[config.mk]
export PLATFORM = sky130hd
export DESIGN_NAME = rvm_ctrl
export DESIGN_NICKNAME = d
export VERILOG_FILES = /design/src/rtl/core/rvm_pkg.sv /design/src/rtl/core/rvm_ctrl.sv
export VERILOG_INCLUDE_DIRS = /design/src /design/src/rtl/core
export SDC_FILE = /design/constraint.sdc
export NUM_CORES = 1
export LEC_CHECK = 0
export ABC_AREA = 0
export BUFFER_PORTS_ARGS = -buffer_cell sky130_fd_sc_hd__buf_2
export CAP_MARGIN = 20
export CORE_AREA = 2 2 47 49
export CTS_BUF_LIST = sky130_fd_sc_hd__clkbuf_4
export CTS_CLUSTER_SIZE = 40
export DETAILED_ROUTE_END_ITERATION = 10
export DIE_AREA = 0 0 49 51
export GPL_TIMING_DRIVEN = 0
export MAX_ROUTING_LAYER = met4
export PLACE_DENSITY = 0.83
export SYNTH_ARGS = -nofsm -noshare
export SYNTH_HDL_FRONTEND = slang
export SYNTH_SLANG_ARGS = --single-unit
[constraint.sdc]
create_clock -name clk -period 1.4 [get_ports clk]
set_input_delay 0.14 -clock clk [delete_from_list [all_inputs] [get_ports clk]]
set_output_delay 0.14 -clock clk [all_outputs]
set_load 0.01 [all_outputs]
[src/rtl/core/pl0_register_vm_execute_assert.svh]
// Assertion macros shared by the execute block.
`ifndef PL0_REGISTER_VM_EXECUTE_ASSERT_SVH
`define PL0_REGISTER_VM_EXECUTE_ASSERT_SVH
`ifndef ASSERT_OFF
`define RVM_ASSERT(lbl, clk, rst, prop, msg) \
  lbl: assert property (@(posedge clk) disable iff (rst) prop) else $error(msg);
`define RVM_NEVER(lbl, clk, rst, expr, msg) \
  lbl: assert property (@(posedge clk) disable iff (rst) !(expr)) else $error(msg);
`else
`define RVM_ASSERT(lbl, clk, rst, prop, msg)
`define RVM_NEVER(lbl, clk, rst, expr, msg)
`endif
`endif

[src/rtl/core/rvm_pkg.sv]
`default_nettype none
package rvm_pkg;

  localparam int RVM_NUM_REGS    = 16;
  localparam int RVM_STACK_DEPTH = 2048;

  typedef enum logic [4:0] {
    OP_LIT = 5'd0,  OP_RTN = 5'd1,  OP_LOD = 5'd2,  OP_STO = 5'd3,
    OP_CAL = 5'd4,  OP_INC = 5'd5,  OP_JMP = 5'd6,  OP_JPC = 5'd7,
    OP_SIO = 5'd8,  OP_NEG = 5'd9,  OP_ADD = 5'd10, OP_SUB = 5'd11,
    OP_MUL = 5'd12, OP_DIV = 5'd13, OP_ODD = 5'd14, OP_MOD = 5'd15,
    OP_EQL = 5'd16, OP_NEQ = 5'd17, OP_LSS = 5'd18, OP_LEQ = 5'd19,
    OP_GTR = 5'd20, OP_GEQ = 5'd21
  } opcode_t;

  localparam logic [15:0] SIO_OUT  = 16'd1;
  localparam logic [15:0] SIO_IN   = 16'd2;
  localparam logic [15:0] SIO_HALT = 16'd3;

  typedef enum logic [3:0] {
    OC_LIT, OC_RTN, OC_LOD, OC_STO, OC_CAL, OC_INC, OC_JMP,
    OC_JPC, OC_SIO, OC_NEG, OC_ODD, OC_ALU, OC_NOP
  } op_class_t;

  typedef enum logic [1:0] {
    SEL_WALK, SEL_BM, SEL_RB2, SEL_RB3
  } srd_sel_t;

  typedef enum logic [3:0] {
    ST_CLEAR, ST_IDLE, ST_DECODE, ST_RDA, ST_RDB, ST_DIVS, ST_DIVW,
    ST_WALK, ST_WALKW, ST_SRD, ST_CALL, ST_RTNA, ST_RTNB, ST_EXEC, ST_FIN
  } state_t;

  typedef struct packed {
    logic     cap;
    logic     dec;
    logic     rd_a;
    logic     rd_b;
    logic     s_rd;
    srd_sel_t srd_sel;
    logic     cur_ld;
    logic     lvl_dec;
    logic     set_flt;
    logic     call_wr;
    logic     div_start;
    logic     exec;
    logic     out_load;
    logic     clr_wr;
  } rvm_cmd_t;

  typedef struct packed {
    logic      halted;
    logic      idx_bad;
    op_class_t cls;
    logic      sio_reg;
    logic      is_div;
    logic      div_zero;
    logic      div_done;
    logic      lvl_zero;
    logic      walk_bad;
    logic      bm_bad;
    logic      call_bad;
    logic      rtn_bad;
    logic      call_last;
    logic      clr_last;
    logic      out_busy;
  } rvm_sts_t;

  function automatic op_class_t op_class(input logic [4:0] c);
    op_class_t k;
    case (c)
      OP_LIT: k = OC_LIT;
      OP_RTN: k = OC_RTN;
      OP_LOD: k = OC_LOD;
      OP_STO: k = OC_STO;
      OP_CAL: k = OC_CAL;
      OP_INC: k = OC_INC;
      OP_JMP: k = OC_JMP;
      OP_JPC: k = OC_JPC;
      OP_SIO: k = OC_SIO;
      OP_NEG: k = OC_NEG;
      OP_ODD: k = OC_ODD;
      OP_ADD, OP_SUB, OP_MUL, OP_DIV, OP_MOD,
      OP_EQL, OP_NEQ, OP_LSS, OP_LEQ, OP_GTR, OP_GEQ: k = OC_ALU;
      default: k = OC_NOP;
    endcase
    return k;
  endfunction

endpackage
`default_nettype wire

[src/rtl/core/rvm_ctrl.sv]
`default_nettype none
`include "pl0_register_vm_execute_assert.svh"
module rvm_ctrl import rvm_pkg::*; (
  input  logic     clk,
  input  logic     rst,
  input  logic     in_valid,
  output logic     in_ready,
  input  rvm_sts_t sts,
  output rvm_cmd_t cmd
);

  state_t state, state_next;

  always_ff @(posedge clk) begin
    if (rst) state <= ST_CLEAR;
    else     state <= state_next;
  end

  always_comb begin
    state_next = state;
    cmd        = '0;
    in_ready   = 1'b0;
    case (state)
      ST_CLEAR: begin
        cmd.clr_wr = 1'b1;
        if (sts.clr_last) state_next = ST_IDLE;
      end
      ST_IDLE: begin
        in_ready = 1'b1;
        if (in_valid) begin
          cmd.cap    = 1'b1;
          state_next = ST_DECODE;
        end
      end
      ST_DECODE: begin
        cmd.dec = 1'b1;
        if (sts.halted || sts.idx_bad) state_next = ST_EXEC;
        else begin
          case (sts.cls)
            OC_SIO: state_next = sts.sio_reg ? ST_RDA : ST_EXEC;
            OC_JPC, OC_ODD, OC_NEG, OC_ALU, OC_STO: state_next = ST_RDA;
            OC_LOD, OC_CAL: state_next = ST_WALK;
            OC_RTN: state_next = sts.rtn_bad ? ST_EXEC : ST_RTNA;
            default: state_next = ST_EXEC;
          endcase
        end
      end
      ST_RDA: begin
        cmd.rd_a = 1'b1;
        if (sts.cls == OC_ALU)      state_next = ST_RDB;
        else if (sts.cls == OC_STO) state_next = ST_WALK;
        else                        state_next = ST_EXEC;
      end
      ST_RDB: begin
        cmd.rd_b   = 1'b1;
        state_next = sts.is_div ? ST_DIVS : ST_EXEC;
      end
      ST_DIVS: begin
        if (sts.div_zero) state_next = ST_EXEC;
        else begin
          cmd.div_start = 1'b1;
          state_next    = ST_DIVW;
        end
      end
      ST_DIVW: begin
        if (sts.div_done) state_next = ST_EXEC;
      end
      ST_WALK: begin
        // one static link per pass; at the end pick the access that follows
        if (sts.lvl_zero) begin
          case (sts.cls)
            OC_LOD:  state_next = sts.bm_bad ? ST_EXEC : ST_SRD;
            OC_CAL:  state_next = sts.call_bad ? ST_EXEC : ST_CALL;
            default: state_next = ST_EXEC;
          endcase
        end else if (sts.walk_bad) begin
          cmd.set_flt = 1'b1;
          state_next  = ST_EXEC;
        end else begin
          cmd.s_rd    = 1'b1;
          cmd.srd_sel = SEL_WALK;
          state_next  = ST_WALKW;
        end
      end
      ST_WALKW: begin
        cmd.cur_ld  = 1'b1;
        cmd.lvl_dec = 1'b1;
        state_next  = ST_WALK;
      end
      ST_SRD: begin
        cmd.s_rd    = 1'b1;
        cmd.srd_sel = SEL_BM;
        state_next  = ST_EXEC;
      end
      ST_CALL: begin
        cmd.call_wr = 1'b1;
        if (sts.call_last) state_next = ST_EXEC;
      end
      ST_RTNA: begin
        cmd.s_rd    = 1'b1;
        cmd.srd_sel = SEL_RB2;
        state_next  = ST_RTNB;
      end
      ST_RTNB: begin
        cmd.cur_ld  = 1'b1;
        cmd.s_rd    = 1'b1;
        cmd.srd_sel = SEL_RB3;
        state_next  = ST_EXEC;
      end
      ST_EXEC: begin
        cmd.exec   = 1'b1;
        state_next = ST_FIN;
      end
      ST_FIN: begin
        if (!sts.out_busy) begin
          cmd.out_load = 1'b1;
          state_next   = ST_IDLE;
        end
      end
      default: state_next = ST_IDLE;
    endcase
  end

  `RVM_ASSERT(a_cap_decode, clk, rst, cmd.cap |=> state == ST_DECODE, "capture not followed by decode")
  `RVM_ASSERT(a_div_done, clk, rst, sts.div_done |-> state == ST_DIVW, "divider finished outside wait")
  `RVM_NEVER(a_call_range, clk, rst, cmd.call_wr && sts.call_bad, "record write out of range")
  `RVM_NEVER(a_out_over, clk, rst, cmd.out_load && sts.out_busy, "result overwrites pending beat")

endmodule
`default_nettype wire

Word level (Yosys, flattened, before mapping). Index checks and enable logic that the tools add are counted.

Bits in registers: 4. Latch bits: 0. RAM bits: 0. ROM bits: 0. Bits of input ports: 21. Output and inout port bits: 16. Memories kept: 0.

Add/sub/neg operators: 0. Multipliers: 0. Div/mod/pow operators: 0. Order comparisons: 0. Eq/ne operators: 28. Shifts and indexed selects: 0. Multiplexer cells: 40. Bitwise gates (word level): 0. Reduce and logical (&&, ||, !) cells: 7.

Operators with widths (count): 4-bit case mux with 14 select lines (1); 4-bit two-way mux (12); 4-bit == test (second input constant) (11); 4-bit by 3-bit == test with 1-bit output (second input constant) (6); 1-bit two-way mux (18); 3-bit two-way mux (6); 4-bit by 2-bit == test with 1-bit output (second input constant) (4); 4-bit case mux with 4 select lines (1); 3-bit case mux with 4 select lines (1); 2-bit != test (second input constant) (5); 4-bit by 1-bit == test with 1-bit output (second input constant) (2); 3-bit case mux with 2 select lines (1); 2-bit OR reduction (3); 5-bit AND reduction (1); 5-bit OR reduction (1); 4-bit logical NOT (1); 1-bit logical OR (1).

Logic depth before layout (Yosys ltp).
Depth in word-level cells: 5. Depth in mapped cells: 8. Depth with buffers taken out: 6.

Worst setup path before layout. No wires, ideal clock.

Path type: register to register. Start point: register state[1]. End point: register state[1]. Data arrival time: 1.363 ns. Slack: -0.021 ns. Stages on the path, launching flop included: 7. Period minus slack after synthesis: 1.421 ns. Cell sequence: dfxtp_1 -> or2_1 -> buf_4 -> nor3_1 -> nor4_1 -> o31ai_1 -> a21o_1.

Word-level cells in the longest chain between the ends: 3.

RTL lines: start: declaration (line rvm_ctrl.sv:12) `state_t state, state_next;`; start signal: assignment (line rvm_ctrl.sv:16) `else state <= state_next;`; 4-bit == test (tied with other cells) (line rvm_ctrl.sv:23) `case (state)`; 2-bit OR reduction (no line) or 2-bit != test (tied branches); 4-bit case mux with 14 select lines or 5-bit AND reduction (tied branches).

Several ways; a longest one is shown, not always the timed one. A chain may end at the register's enable or synchronous reset.

Final worst setup path.
Start point: register state[0]. End point: register state[3].

The elaborated chain is that of the path after synthesis.

==> results.md <==
- Fin util: 0.699
- Ant diodes: 0
- First-pass GRT wire length: 4.66 mm
- Synth warn: 0
- Hold Path Class: in2reg
- I/O pins: 37
- WL/cell: 16.3 um
- Core Area: 2060 um^2
- Period utilization: 1.12
- Area growth syn-to-layout: 78.5%
- VDD IR max: 0.000554 V
- Post-Synthesis Cells: 126
- Post-DRT Antenna Nets: 0
- Max Fanout on Critical Path: 10
- Yosys top cell by area: dfxtp_1
- Leak: 0.650 nW
- Syn nets: 147
- Maxcap violations: 0
- Area after DPL: 1020 um^2
- Initial antenna violation count: 0
- Yosys top cell area share: 0.0991
- Crit. End Element: flop
- WS Path Type: reg2reg
- Vias: 1218
- Max Used Layer: met4
- Via density: 5.80
- Setup Skew: 0.00510 ns
- Worst Max-Slew Pin Slew: 0.410 ns
- Initial Util: 0.392
- Post-route cell area: 1440 um^2
- Number of global-route vias before repair: 1069
- Die area: 2500 um^2
- Hpwl dp: 1.84 mm
- GRT Resource Usage Total: 0.235
- Tmin final: 1.56 ns
- Initial DRC count: 72
- IO buf count: 34
- CTS Hold Buffers Added: 0
- CP peak stage delay: 0.36 ns
- H-tree levels: 1
- CP arrival: 1.66 ns
- Achievable Freq: 640 MHz
- Status: complete, but fails checks
- Worst skew pair latency: 0.23 ns
- Filler cells: 164
- Mapped Area: 808 um^2
- Buf/Inv on CP: 2
- RSZ-0062 raised after global routing: yes
- Die Wd: 49 um
- Max Buffers Root-to-Sink: 2
- Share of cells above drive strength 1: 0.566
- Final hold vios: 0
- Worst path slowest cell: dfxtp_4
- Fin worst setup slack: -0.162 ns
- Seq/Total Area, Yosys: 0.0991
- TritonCTS Buffers: 3
- Crit path required time: 1.50 ns
- Setup violators final: 11
- Metal3 WL: 251 um
- Max reg flops: 4
- WL met2: 1.77 mm
- Failing checks: setup timing
- DRC Markers: 0
- Top post-synthesis cells by area: dfxtp_1 9.9%, a21oi_1 9.3%, nor2_1 9.3%
- First-pass DRT Iterations: 4
- Final net count: 205
- FP Rows: 17
- CP delay by family, top: simple AND/OR/NAND/NOR gates
- Root Buffer: clkbuf_4
- Regs by FF count: state (4)
- Startpoint types: flop
- Pwr/cell area: 489 nW/um^2
- Largest net degree at the start of global routing: 11
- Final GP Congestion: 0.887
- Final WL: 3.43 mm
- Cell total after placement: 188
- FF+latch count, synth: 4
- Clk slew on worst S/H paths: 0.04 ns
- Synth Area per Inst: 6.41 um^2
- GRT Residual Overflow: 0
- Die Ht: 51 um
- Relative slew slack: 0.727
- Worst path cell trace: buf_8 > buf_8 > nor2_2 > nor2_1 > nor2_1 > nor3_2 > o31ai_1 > nand2_1
- Clock sink total: 4
- Netlist cell types: 39
- Largest Register: state
- CTS tree: built
- DRT met1 WL: 1.30 mm
- Non-filler cells in the finished layout: 210
- Max Slew Vio Count: 0
## per-stage QoR
step | total power (W) | TNS [ns] | hold slack, ns | setup slack, ns
floorplan | 0.000294 | 0 | 0.212 | 0.00400
global placement | 0.000367 | -0.555 | 0.390 | -0.171
detailed placement | 0.000375 | -0.745 | 0.404 | -0.233
CTS | 0.000588 | -0.483 | 0.153 | -0.0844
global route | 0.000744 | -1.65 | 0.157 | -0.241
finish | 0.000705 | -0.923 | 0.162 | -0.162
## synthesized netlist by cell type, drive strengths merged
cell    instances
xor2            1
a41oi           1
mux2            1
o21ai          10
a21boi          1
nand2b          6
or2             1
a21o            2
o221ai          1
dfxtp           4
mux2i           1
a22oi           1
and4b           1
or3             1
nand4b          2
buf             9
nor4b           1
and3            1
a221oi          1
o21a            1
nor2           20
nand3           3
a21oi          15
nor3b           4
o311ai          1
o211ai          1
nor4            3
inv             5
nor2b           4
and2            1
nor3            8
o31ai           3
clkbuf          1
nand2          10
## final timing paths
path,end,cells after the start,start,slack (ns)
setup / recovery,state[3],8,state[0],-0.16
hold / removal,state[0],2,rst,0.16
setup reg to reg,state[3],8,state[0],-0.16
hold reg to reg,state[3],3,state[3],0.71
## placed cells by master (no fill, tap or decap), types with 2 or more instances in the layout
cell,instances
buf_2,35
nor2_1,15
buf_4,15
a21oi_1,12
nand2_1,8
o21ai_0,8
buf_6,7
nand2b_4,5
inv_1,4
dfxtp_4,4
buf_8,3
nor3_2,3
nor2_2,3
a21oi_2,3
nor3_1,3
o31ai_1,3
nor2b_1,3
nand3_1,3
clkbuf_4,3
nand2_2,2
nor2_4,2
nor3_4,2
nand4b_1,2
nor3b_1,2
nor4_2,2
a21o_1,2
buf_12,2
## power by group
part / internal (W) / switching [W] / total [W]
registers: 0.000118 / 0.0000131 / 0.000131
clock network: 0.0000961 / 0.0000495 / 0.000146
logic: 0.000225 / 0.000204 / 0.000429
## final cells by class
type	instances	area (um^2)	area share
buffer	10	100	0.0694
timing repair buffer	53	355	0.246
inverter	5	18.8	0.0130
clock buffer	3	22.5	0.0156
sequential	4	95.1	0.0659
tap	28	35.0	0.0243
multi-input combinational	107	816	0.565
## per-layer routing
layer / vias to the layer above / global-route usage
met5: - / -
met4: 0 / 0.0667
met3: 19 / 0.0146
met2: 82 / 0.416
met1: 554 / 0.293
li1: 563 / -
## what timing repair did
action	CTS	global route
buffers inserted	9	9
cloned	1	0
resized for setup	33	30
setup endpoints to repair	16	17
hold endpoints to repair	0	0
pin swaps	9	18
## logic make-up after synthesis
kind of cell | synth area share
multiplexers | 0.0263
buffers and inverters | 0.0944
flip-flops | 0.0991
XOR/XNOR | 0.0108
AND/OR/NAND/NOR | 0.452
AO/OA/AOI/OAI | 0.317
Power figures use the tool's default switching activity.
